`src/hw/rtl/poc_pkg.sv`:
```
// Package with the constants and word types of the order crossover block.
`timescale 1ns / 1ps

package poc_pkg;

  localparam int MAX_GENES = 64;
  localparam int GENE_BITS = 20;
  localparam int CUT_BITS  = 6;
  localparam int IDX_BITS  = $clog2(MAX_GENES);
  localparam int CNT_BITS  = $clog2(MAX_GENES + 1);
  localparam int WIDE_BITS = (CUT_BITS > CNT_BITS) ? CUT_BITS : CNT_BITS;

  localparam logic OP_LOAD = 1'b0;
  localparam logic OP_RUN  = 1'b1;

  typedef struct packed {
    logic                 opcode;
    logic [GENE_BITS-1:0] gene_a;
    logic [GENE_BITS-1:0] gene_b;
    logic [CUT_BITS-1:0]  cut_first;
    logic [CUT_BITS-1:0]  cut_second;
  } in_word_t;

  typedef struct packed {
    logic [GENE_BITS-1:0] child_a_gene;
    logic [GENE_BITS-1:0] child_b_gene;
    logic [CUT_BITS-1:0]  position;
    logic                 last;
  } out_word_t;

  // Read addresses into the parent stores: port 1 is shared, port 2 is per parent.
  typedef struct packed {
    logic [IDX_BITS-1:0] addr1;
    logic [IDX_BITS-1:0] addr2_a;
    logic [IDX_BITS-1:0] addr2_b;
  } rd_req_t;

  typedef struct packed {
    logic [GENE_BITS-1:0] a1;
    logic [GENE_BITS-1:0] b1;
    logic [GENE_BITS-1:0] a2;
    logic [GENE_BITS-1:0] b2;
  } rd_data_t;

endpackage

```
`src/hw/rtl/poc_parent_store.sv`:
```
// Parent A and parent B gene memories, one write port and two registered read ports each.
`timescale 1ns / 1ps

module poc_parent_store
  import poc_pkg::*;
(
  input  logic                 clk,
  input  logic                 wr_en,
  input  logic [IDX_BITS-1:0]  wr_addr,
  input  logic [GENE_BITS-1:0] wr_gene_a,
  input  logic [GENE_BITS-1:0] wr_gene_b,
  input  rd_req_t              rd_req,
  output rd_data_t             rd_data
);

  logic [GENE_BITS-1:0] mem_a [MAX_GENES];
  logic [GENE_BITS-1:0] mem_b [MAX_GENES];

  always_ff @(posedge clk) begin
    if (wr_en) begin
      mem_a[wr_addr] <= wr_gene_a;
      mem_b[wr_addr] <= wr_gene_b;
    end
    rd_data.a1 <= mem_a[rd_req.addr1];
    rd_data.b1 <= mem_b[rd_req.addr1];
    rd_data.a2 <= mem_a[rd_req.addr2_a];
    rd_data.b2 <= mem_b[rd_req.addr2_b];
  end

endmodule

```
`src/hw/rtl/permutation_order_crossover.sv`:
```
// Top level of the two-point order crossover engine for permutation chromosomes.
`timescale 1ns / 1ps

// A load word (opcode 0) stores one gene of each parent at the next position;
// busy stays low, and loads past the store depth are dropped. A run word
// (opcode 1) orders and clamps the two cuts, then marks, with one shared
// equality compare per parent, every gene that matches a gene of the other
// parent's middle segment: a single comparator walks the whole loaded
// chromosome for each middle gene. The emit pass then produces one result
// word per position, each through a seek step and an output step; the seek
// step repeats while the cursors pass over dropped genes (both cursors step
// in the same cycle). A run with nothing loaded produces no result and leaves
// busy low. Each result word is shown for exactly one cycle on out_word with
// out_valid high; the receiver cannot stall it and must take it then. busy
// is high from the cycle after a run is accepted and goes low in the cycle in
// which the last result is shown; the gene count is cleared at the end of a
// run.
module permutation_order_crossover
  import poc_pkg::*;
(
  input  logic      clk,
  input  logic      rst_n,
  input  logic      start,
  output logic      busy,
  input  in_word_t  in_word,
  output logic      out_valid,
  output out_word_t out_word
);

  typedef enum logic [2:0] {
    S_IDLE,
    S_MARK,
    S_DRAIN,
    S_SEEK,
    S_OUT
  } state_t;

  state_t                state_r;
  logic [CNT_BITS-1:0]   count_r;
  logic [IDX_BITS-1:0]   lo_r;
  logic [IDX_BITS-1:0]   hi_r;
  logic [IDX_BITS-1:0]   i_r;
  logic [IDX_BITS-1:0]   j_r;
  logic [IDX_BITS-1:0]   p_r;
  logic [CNT_BITS-1:0]   ca_r;
  logic [CNT_BITS-1:0]   cb_r;
  logic                  mid_r;
  logic                  zero_a_r;
  logic                  zero_b_r;
  logic                  mark_v_r;
  logic [IDX_BITS-1:0]   mark_j_r;
  logic                  out_valid_r;
  out_word_t             out_word_r;
  logic [MAX_GENES-1:0]  keep_a_r;
  logic [MAX_GENES-1:0]  keep_b_r;

  logic                  accept;
  logic                  load_ok;
  logic [CNT_BITS-1:0]   cnt_m1;
  logic [WIDE_BITS-1:0]  cnt_w;
  logic [WIDE_BITS-1:0]  cut1_w;
  logic [WIDE_BITS-1:0]  cut2_w;
  logic [IDX_BITS-1:0]   sat1;
  logic [IDX_BITS-1:0]   sat2;
  logic                  j_last;
  logic                  p_last;
  logic                  p_mid;
  logic                  a_done;
  logic                  b_done;
  logic                  a_ok;
  logic                  b_ok;
  logic                  clear_marks;
  rd_req_t               rd_req;
  rd_data_t              rd_data;

  assign accept  = start && (state_r == S_IDLE);
  assign load_ok = accept && (in_word.opcode == OP_LOAD) &&
                   (count_r < CNT_BITS'(MAX_GENES));
  assign cnt_m1  = count_r - CNT_BITS'(1);

  // Cuts at or beyond the loaded length saturate to the last position.
  assign cnt_w  = WIDE_BITS'(count_r);
  assign cut1_w = WIDE_BITS'(in_word.cut_first);
  assign cut2_w = WIDE_BITS'(in_word.cut_second);
  assign sat1   = (cut1_w >= cnt_w) ? IDX_BITS'(cnt_w - WIDE_BITS'(1)) : IDX_BITS'(cut1_w);
  assign sat2   = (cut2_w >= cnt_w) ? IDX_BITS'(cnt_w - WIDE_BITS'(1)) : IDX_BITS'(cut2_w);

  assign j_last = (CNT_BITS'(j_r) == cnt_m1);
  assign p_last = (CNT_BITS'(p_r) == cnt_m1);
  assign p_mid  = (p_r >= lo_r) && (p_r <= hi_r);

  // A cursor is settled when it sits on a kept gene or has run off the end.
  assign a_done = (ca_r >= count_r);
  assign b_done = (cb_r >= count_r);
  assign a_ok   = a_done || keep_a_r[ca_r[IDX_BITS-1:0]];
  assign b_ok   = b_done || keep_b_r[cb_r[IDX_BITS-1:0]];

  assign clear_marks = (state_r == S_OUT) && p_last;

  // During marking, port 1 reads the middle gene and port 2 walks the chromosome.
  // During emitting, port 1 reads the current position and port 2 the cursors.
  always_comb begin
    rd_req.addr1   = (state_r == S_MARK) ? i_r : p_r;
    rd_req.addr2_a = (state_r == S_MARK) ? j_r : ca_r[IDX_BITS-1:0];
    rd_req.addr2_b = (state_r == S_MARK) ? j_r : cb_r[IDX_BITS-1:0];
  end

  poc_parent_store u_store (
    .clk       (clk),
    .wr_en     (load_ok),
    .wr_addr   (count_r[IDX_BITS-1:0]),
    .wr_gene_a (in_word.gene_a),
    .wr_gene_b (in_word.gene_b),
    .rd_req    (rd_req),
    .rd_data   (rd_data)
  );

  // Keep marks: the compare stage, working on the read data in the cycle after
  // the read addresses, clears any gene that equals the other parent's current middle gene.
  always_ff @(posedge clk) begin
    if (!rst_n || clear_marks) begin
      keep_a_r <= '1;
      keep_b_r <= '1;
    end else if (mark_v_r) begin
      if (rd_data.a2 == rd_data.b1) begin
        keep_a_r[mark_j_r] <= 1'b0;
      end
      if (rd_data.b2 == rd_data.a1) begin
        keep_b_r[mark_j_r] <= 1'b0;
      end
    end
  end

  always_ff @(posedge clk) begin
    if (!rst_n) begin
      state_r     <= S_IDLE;
      count_r     <= '0;
      mark_v_r    <= 1'b0;
      out_valid_r <= 1'b0;
    end else begin
      out_valid_r <= 1'b0;
      mark_v_r    <= (state_r == S_MARK);
      mark_j_r    <= j_r;
      unique case (state_r)
        S_IDLE: begin
          if (load_ok) begin
            count_r <= count_r + CNT_BITS'(1);
          end else if (accept && (in_word.opcode == OP_RUN) && (count_r != '0)) begin
            lo_r    <= (sat1 <= sat2) ? sat1 : sat2;
            hi_r    <= (sat1 <= sat2) ? sat2 : sat1;
            i_r     <= (sat1 <= sat2) ? sat1 : sat2;
            j_r     <= '0;
            state_r <= S_MARK;
          end
        end
        S_MARK: begin
          if (j_last) begin
            j_r <= '0;
            if (i_r == hi_r) begin
              state_r <= S_DRAIN;
            end else begin
              i_r <= i_r + IDX_BITS'(1);
            end
          end else begin
            j_r <= j_r + IDX_BITS'(1);
          end
        end
        S_DRAIN: begin
          p_r     <= '0;
          ca_r    <= '0;
          cb_r    <= '0;
          state_r <= S_SEEK;
        end
        S_SEEK: begin
          if (p_mid) begin
            mid_r   <= 1'b1;
            state_r <= S_OUT;
          end else if (a_ok && b_ok) begin
            mid_r    <= 1'b0;
            zero_a_r <= a_done;
            zero_b_r <= b_done;
            if (!a_done) begin
              ca_r <= ca_r + CNT_BITS'(1);
            end
            if (!b_done) begin
              cb_r <= cb_r + CNT_BITS'(1);
            end
            state_r <= S_OUT;
          end else begin
            if (!a_ok) begin
              ca_r <= ca_r + CNT_BITS'(1);
            end
            if (!b_ok) begin
              cb_r <= cb_r + CNT_BITS'(1);
            end
          end
        end
        S_OUT: begin
          out_valid_r <= 1'b1;
          out_word_r.child_a_gene <= mid_r ? rd_data.b1 : (zero_a_r ? '0 : rd_data.a2);
          out_word_r.child_b_gene <= mid_r ? rd_data.a1 : (zero_b_r ? '0 : rd_data.b2);
          out_word_r.position     <= CUT_BITS'(p_r);
          out_word_r.last         <= p_last;
          if (p_last) begin
            count_r <= '0;
            state_r <= S_IDLE;
          end else begin
            p_r     <= p_r + IDX_BITS'(1);
            state_r <= S_SEEK;
          end
        end
        default: begin
          state_r <= S_IDLE;
        end
      endcase
    end
  end

  assign busy      = (state_r != S_IDLE);
  assign out_valid = out_valid_r;
  assign out_word  = out_word_r;

endmodule

```
`config.mk`:
```
export PLATFORM = sky130hd
export DESIGN_NAME = permutation_order_crossover
export DESIGN_NICKNAME = d
export VERILOG_FILES = /design/src/hw/rtl/poc_pkg.sv /design/src/hw/rtl/poc_parent_store.sv /design/src/hw/rtl/permutation_order_crossover.sv
export SDC_FILE = /design/constraint.sdc
export NUM_CORES = 2
export LEC_CHECK = 0
export BUFFER_PORTS_ARGS = -buffer_cell sky130_fd_sc_hd__buf_4
export CAP_MARGIN = 20
export CELL_PAD_IN_SITES_DETAIL_PLACEMENT = 1
export CELL_PAD_IN_SITES_GLOBAL_PLACEMENT = 1
export CORE_UTILIZATION = 46
export CTS_CLUSTER_SIZE = 12
export DETAILED_ROUTE_END_ITERATION = 10
export PLACE_DENSITY_LB_ADDON = 0.1
export SLEW_MARGIN = 0
export SYNTH_ARGS = -nofsm -noshare
export SYNTH_HDL_FRONTEND = slang
export SYNTH_SLANG_ARGS = --single-unit
export TNS_END_PERCENT = 1
```
`constraint.sdc`:
```
create_clock -name clk -period 5.7 [get_ports clk]
set_input_delay 1.425 -clock clk [delete_from_list [all_inputs] [get_ports clk]]
set_output_delay 1.425 -clock clk [all_outputs]
set_load 0.02 [all_outputs]
```
## Word-level counts from Yosys, hierarchy flattened

Memory sizes are Yosys's and may differ from the RTL's. A register that Yosys moved wholly into a read port is not among the register bits.
Cells that the tools add are included.

- Bits in registers: 240
- Bits in latches: 0
- Bits in writable memories: 2560
- ROM bits: 0
- Bits of input ports: 56
- Output and inout port bits: 49
- Word-level logic and storage cells: 158
- Memories kept: 2

Memory list:

| name | words | width | rd ports | clocked after Yosys merged registers in | wr ports | line | text |
|---|---|---|---|---|---|---|---|
| u_store.mem_a | 64 | 20 | 2 | 2 | 1 | poc_parent_store.sv:16 | `logic [GENE_BITS-1:0] mem_a [MAX_GENES];` |
| u_store.mem_b | 64 | 20 | 2 | 2 | 1 | poc_parent_store.sv:17 | `logic [GENE_BITS-1:0] mem_b [MAX_GENES];` |

- Add/subtract/negate cells: 7
- Multiply operators: 0
- Divide/modulo/power cells: 0
- $lt $le $gt $ge: 12
- Equality and inequality tests: 23
- Shift-type cells: 0
- Multiplexer cells: 53
- Bitwise logic cells: 6
- Reductions and logical operators: 34

Operators by type and width:

| operator | number |
|---|---|
| $and 64x64->64 | 2 |
| $mux 6 | 15 |
| $mux 20 | 4 |
| $mux 7 | 10 |
| $not 64->64 | 1 |
| $pmux 7 s2 | 3 |
| $eq 20x20->1 | 2 |
| $pmux 6 s2 | 3 |
| $add 7x1->7 const B | 3 |
| $lt 6x7->1 const B | 3 |
| $add 6x1->6 const B | 3 |
| $mux 3 | 6 |
| $ne 3x3->1 const B | 5 |
| $pmux 3 s5 | 1 |
| $reduce_and 5->1 | 3 |
| $eq 6x7->1 | 2 |
| $ge 6x7->1 | 2 |
| $ge 7x7->1 | 2 |
| $ne 2x2->1 const B | 7 |
| $bmux 1 s6 | 2 |
| $le 6x6->1 | 2 |
| $reduce_and 4->1 | 3 |
| $reduce_bool 2->1 | 5 |
| $logic_and 1x1->1 | 9 |
| other kinds (21) | 37 |

## Longest topological paths before layout

- Word-level depth: 7
- Mapped depth: 19
- Depth with buffers taken out: 18

## Modules after synthesis

From an unflattened synthesis, not the netlist that was laid out.

- Cell total of the unflattened synthesis: 6840
- Area total of the unflattened synthesis: 130531.4 um^2

By module, submodules not included:

| module | instances | cells each | area an instance (um^2) | sequential area each (um^2) |
|---|---|---|---|---|
| poc_parent_store | 1 | 5680 | 118547.4 | 78475.3 |
| permutation_order_crossover | 1 | 1160 | 11984.0 | 5805.6 |

## Least setup slack after synthesis

OpenSTA, ideal clock, no wires.

- Path type: input port to flip-flop
- From: input port in_word[0] (netlist bit)
- To: register i_r[1], data pin
- Library setup time: 0.260 ns
- Arrival time: 5.140 ns
- Required time: 5.440 ns
- Setup slack: 0.300 ns
- Cell stages on the path: 18
- Path buffers: 0
- Path through: inv_1 > ha_1 > nand2b_1 > a21o_1 > a21o_1 > a21o_1 > a21oi_1 > nor2_1 > a21oi_1 > ha_1 > nor2b_1 > o21a_1 > o21a_1 > o21a_1 > o31ai_1 > mux2i_1 > o221ai_1 > mux2_2

- Longest elaborated chain between the ends: 7

Ends and longest elaborated chain:

| what | line | text |
|---|---|---|
| start, declared | permutation_order_crossover.sv:25 | `input in_word_t in_word,` |
| $ge 6x7->1 | permutation_order_crossover.sv:86 | `assign sat2 = (cut2_w >= cnt_w) ? IDX_BITS'(cnt_w - WIDE_BITS'(1)) : IDX_BITS'(cut2_w);` |
| $mux 6 * | permutation_order_crossover.sv:86 |  |
| $le 6x6->1 | permutation_order_crossover.sv:151 | `i_r <= (sat1 <= sat2) ? sat1 : sat2;` |
| $mux 6 * | permutation_order_crossover.sv:151 |  |
| $mux 6 * | permutation_order_crossover.sv:148 | `end else if (accept && (in_word.opcode == OP_RUN) && (count_r != '0)) begin` |
| $mux 6 * | permutation_order_crossover.sv:146 | `if (load_ok) begin` |
| $pmux 6 s2 * | permutation_order_crossover.sv:144 | `unique case (state_r)` |
| end signal, assigned | permutation_order_crossover.sv:151 |  |
| end signal, assigned | permutation_order_crossover.sv:162 | `i_r <= i_r + IDX_BITS'(1);` |
| end, declared | permutation_order_crossover.sv:42 | `logic [IDX_BITS-1:0] i_r;` |

Mark *: on every way between the ends. The rest lies on a longest branch, timed or not. The select of a mux whose other input is x is not followed.
A chain may end at the register's enable or synchronous reset.

## Worst setup path in the final report

- From: register count_r[2], in the netlist cnt_w[2]
- To: register i_r[1], data pin

- Longest elaborated chain between the ends: 7
- Elaborated cells between the ends (all ways): 10
- Classes of those cells: add/sub (1); order compare (3); mux (6)

Ends and longest elaborated chain:

| what | line | text |
|---|---|---|
| start, declared | permutation_order_crossover.sv:39 | `logic [CNT_BITS-1:0] count_r;` |
| start signal, assigned | permutation_order_crossover.sv:147 | `count_r <= count_r + CNT_BITS'(1);` |
| $sub 7x1->7 (tied with other cells) | permutation_order_crossover.sv:85, permutation_order_crossover.sv:86 |  |
| $mux 6 (on tied branches) | permutation_order_crossover.sv:85, permutation_order_crossover.sv:86 |  |
| $le 6x6->1 | permutation_order_crossover.sv:151 |  |
| $mux 6 * | permutation_order_crossover.sv:151 |  |
| $mux 6 * | permutation_order_crossover.sv:148 |  |
| $mux 6 * | permutation_order_crossover.sv:146 |  |
| $pmux 6 s2 * | permutation_order_crossover.sv:144 |  |

Marked as above.

==> run metrics <==
fin crit period approximately 4.8 ns; Post-Syn Area 0.1367 mm^2; CP arrival 5.52 ns; cells on worst reg2reg path 15; via density per instance roughly 7; register-to-register setup slack 0.86 ns; Placed Cells 16.52k; Die X approximately 550 um; DIE AREA between 0.2 and 0.3 mm^2; Gate Count Post-Synth 13.09k; final WL roughly 630 mm; DR pass1 iterations 8; run status finished clean; Post-synth EDFFs roughly 2.7k; CP Class flop to flop; clk sink count around 2.9k; IO Count ~110; fin crit share 0.8498; Synth area leader edfxtp_1; Rel. slew slack 0.1411; P_leak roughly 0.056 uW; # Post-CTS Setup Buffers 0; VDD IR-drop max a little under 0.3 mV; first-pass GRT wire length slightly below 900 mm; Hold Path Depth 1; clock slew at reported path FFs ~0.06 ns; Setup crit end kind flop; CTS H-tree depth 5; largest cells by area after synthesis edfxtp_1, nand2_1, nand3_1; RSZ-0062 raised after global routing no; Seq cells post-synth approximately 2.9k; Max Slew Vio Count 0; clk buf depth 4; # DRC 0; Final nets between 10k and 15k; Worst R2R Start cnt_w[2]; largest net degree at the start of global routing 103; Final Skew around 0.064 ns; routed len/inst roughly 37 um; via count ~120k; Detailed Place HPWL ~350 mm; yosys warns 0; later-pin clock latency in the skew report 0.96 ns; layout cells sized above 1 0.08999; Layout Cells excl Fill 17.15k; Crit Path Max Fanout 17; worst hold endpoint keep_b_r[54]; CTS Buf Count between 300 and 400; initial drt markers roughly 17k; R2R Path End i_r[1]; HP Class flop to flop; Power Total around 47,000 uW; Core Region 0.2948 mm^2; Distinct cells, synth 79; Fin. Hold Viols 0; Die Y-Extent 547.1 um; Placer Congestion around 0.89; IO Port Bufs 104; post-synth top area share 0.5845; Starting Density 0.4636; Root Driver clkbuf_16; Primary FF master, synth edfxtp_1; Syn Nets 13.20k; Max Freq slightly above 0.2 GHz; CP Data Required Time ~6.4 ns; All-Layer GR Usage 0.4085; TritonCTS clock tree yes; gr ovfl total 0; register area share after synthesis 0.6167; Least-Margin Pin Slew ~1.3 ns; endpoints failing setup 0; vias in the first global route approximately 120k; Worst Hold Launch keep_b_r[54]; antenna violations before repair 41; post_cts resized 0; fraction of registers with async set or reset after synthesis 0; Startpoint Class flop; Syn-to-layout area delta 13.41%; Post-DRT Antenna Nets 0; Avg Inst Size Synth roughly 10 um^2; Max-Cap Viols 0; # rows approximately 200; pwr/cell area about 300 mW/mm^2; cts hold-fix bufs 0
## where the power goes
part	internal (uW)	switching, uW
clock network	12100	9000
registers	23200	189
logic	717	1850
total	36000	11000
## logic make-up (layout without fill, tap and decap cells)
family,after synthesis,in the layout,synth area share
DFF,2880,2880,0.6167
other,0,29,0
adders and majority gates,52,52,0.004761
and+or+nand+nor,6935,6935,0.2191
muxes,395,395,0.03135
buffers and inverters,1125,1236,0.03511
xor gates and xnor gates,86,86,0.005914
AOI/OAI and AO/OA,1618,1618,0.08704
## stage by stage
step                worst slack [ns]    util  hold WS [ns]  cell area (um^2)  setup TNS [ns]
floorplan                     0.3004       -        0.4205            136700               0
CTS                           0.9218  0.5254        0.4511            154900               0
detailed placement            0.1479  0.4902        0.4366            144500               0
global placement            -0.02693  0.4900        0.4276            144500        -0.04200
global route                  0.6215  0.5256        0.4634            155000               0
finish                        0.8559  0.5258        0.4464            155000               0
## worst max-delay path, cell delays in order, from the launching register on
cell      delay [ns]
dfxtp_1         0.74
inv_2           0.31
ha_1            0.37
a21o_1          0.11
a21oi_1         0.07
o21ai_1         0.50
mux2i_1         0.32
ha_1            0.29
nor2b_1         0.15
o21a_1          0.17
o21a_1          0.16
o21a_1          0.17
o31ai_1         0.41
mux2i_1         0.31
o221ai_1        0.20
mux2_2          0.29
## per-layer routing
layer	share of wire	global-route usage
met1	0.38	0.5355
met3	0.12	0.09910
met5	0.00031	0
met4	0.068	0.2629
met2	0.43	0.6071
## state kept, by name (all words and copies together), names as in the netlist, 7 cells and up
register / cells
out_word: 47
u_store.mem_b: 1280
cb_r: 7
u_store.rd_data: 80
u_store.mem_a: 1280
keep_a_r: 64
keep_b_r: 64
ca_r: 7
cnt_w: 7
## placed cells by master, fill, tap and decap left out, drive strengths merged, types with 21 or more instances in the layout
master / netlist / final
xnor2: 56 / 56
a32oi: 328 / 328
buf: 422 / 575
a21o: 145 / 145
edfxtp: 2660 / 2660
ha: 52 / 52
a311oi: 261 / 261
a21oi: 231 / 231
or3: 31 / 31
clkinv: 4 / 97
nand3: 1446 / 1446
nand2: 4562 / 4562
mux2i: 359 / 359
o22ai: 98 / 98
clkbuf: 637 / 468
xor2: 26 / 26
and3: 248 / 248
nor2b: 24 / 24
o22a: 21 / 21
diode: 0 / 29
o21ai: 35 / 35
mux4: 25 / 25
a22o: 40 / 40
a31oi: 288 / 288
dfxtp: 220 / 220
nor2: 133 / 133
nand4: 358 / 358
inv: 62 / 73
or4: 61 / 61
a211oi: 73 / 73
## area by class of cell
class / count / area [um^2]
clock inverters: 127 / 1166
repair buffers: 575 / 6594
well taps: 3919 / 4903
multi-input cells: 9086 / 48520
diodes: 29 / 72.57
fillers: 31140 / 139800
inverters: 66 / 247.7
flip-flops and latches: 2880 / 84280
clock buffers: 468 / 9218
## synthesized netlist by cell type, types with 34 or more instances
library cell and count:
a22o_1 40, clkbuf_1 636, ha_1 52, or4_1 61, nand4_1 358, o22ai_1 98
nand3_1 1446, buf_4 34, a211oi_1 73, dfxtp_1 220, a21o_1 145, nor2_1 132
a311oi_1 261, a31oi_1 287, and3_1 248, a32oi_1 328, buf_2 297, edfxtp_1 2660
buf_1 81, nand2_1 4562, mux2i_1 359, inv_1 61, a21oi_1 229, xnor2_1 56
## worst max-delay path by stage
stage               startpoint  endpoint  slack (ns)  depth (start not counted)
finish                cnt_w[2]    i_r[1]        0.86                         15
global route          cnt_w[4]    i_r[4]        0.62                         15
CTS                   cnt_w[2]    i_r[1]        0.92                         15
detailed placement  in_word[0]    i_r[1]        0.15                         19
global placement    in_word[0]    i_r[3]       -0.03                         20
floorplan           in_word[0]    i_r[1]        0.30                         18
Power figures use the tool's default switching activity.
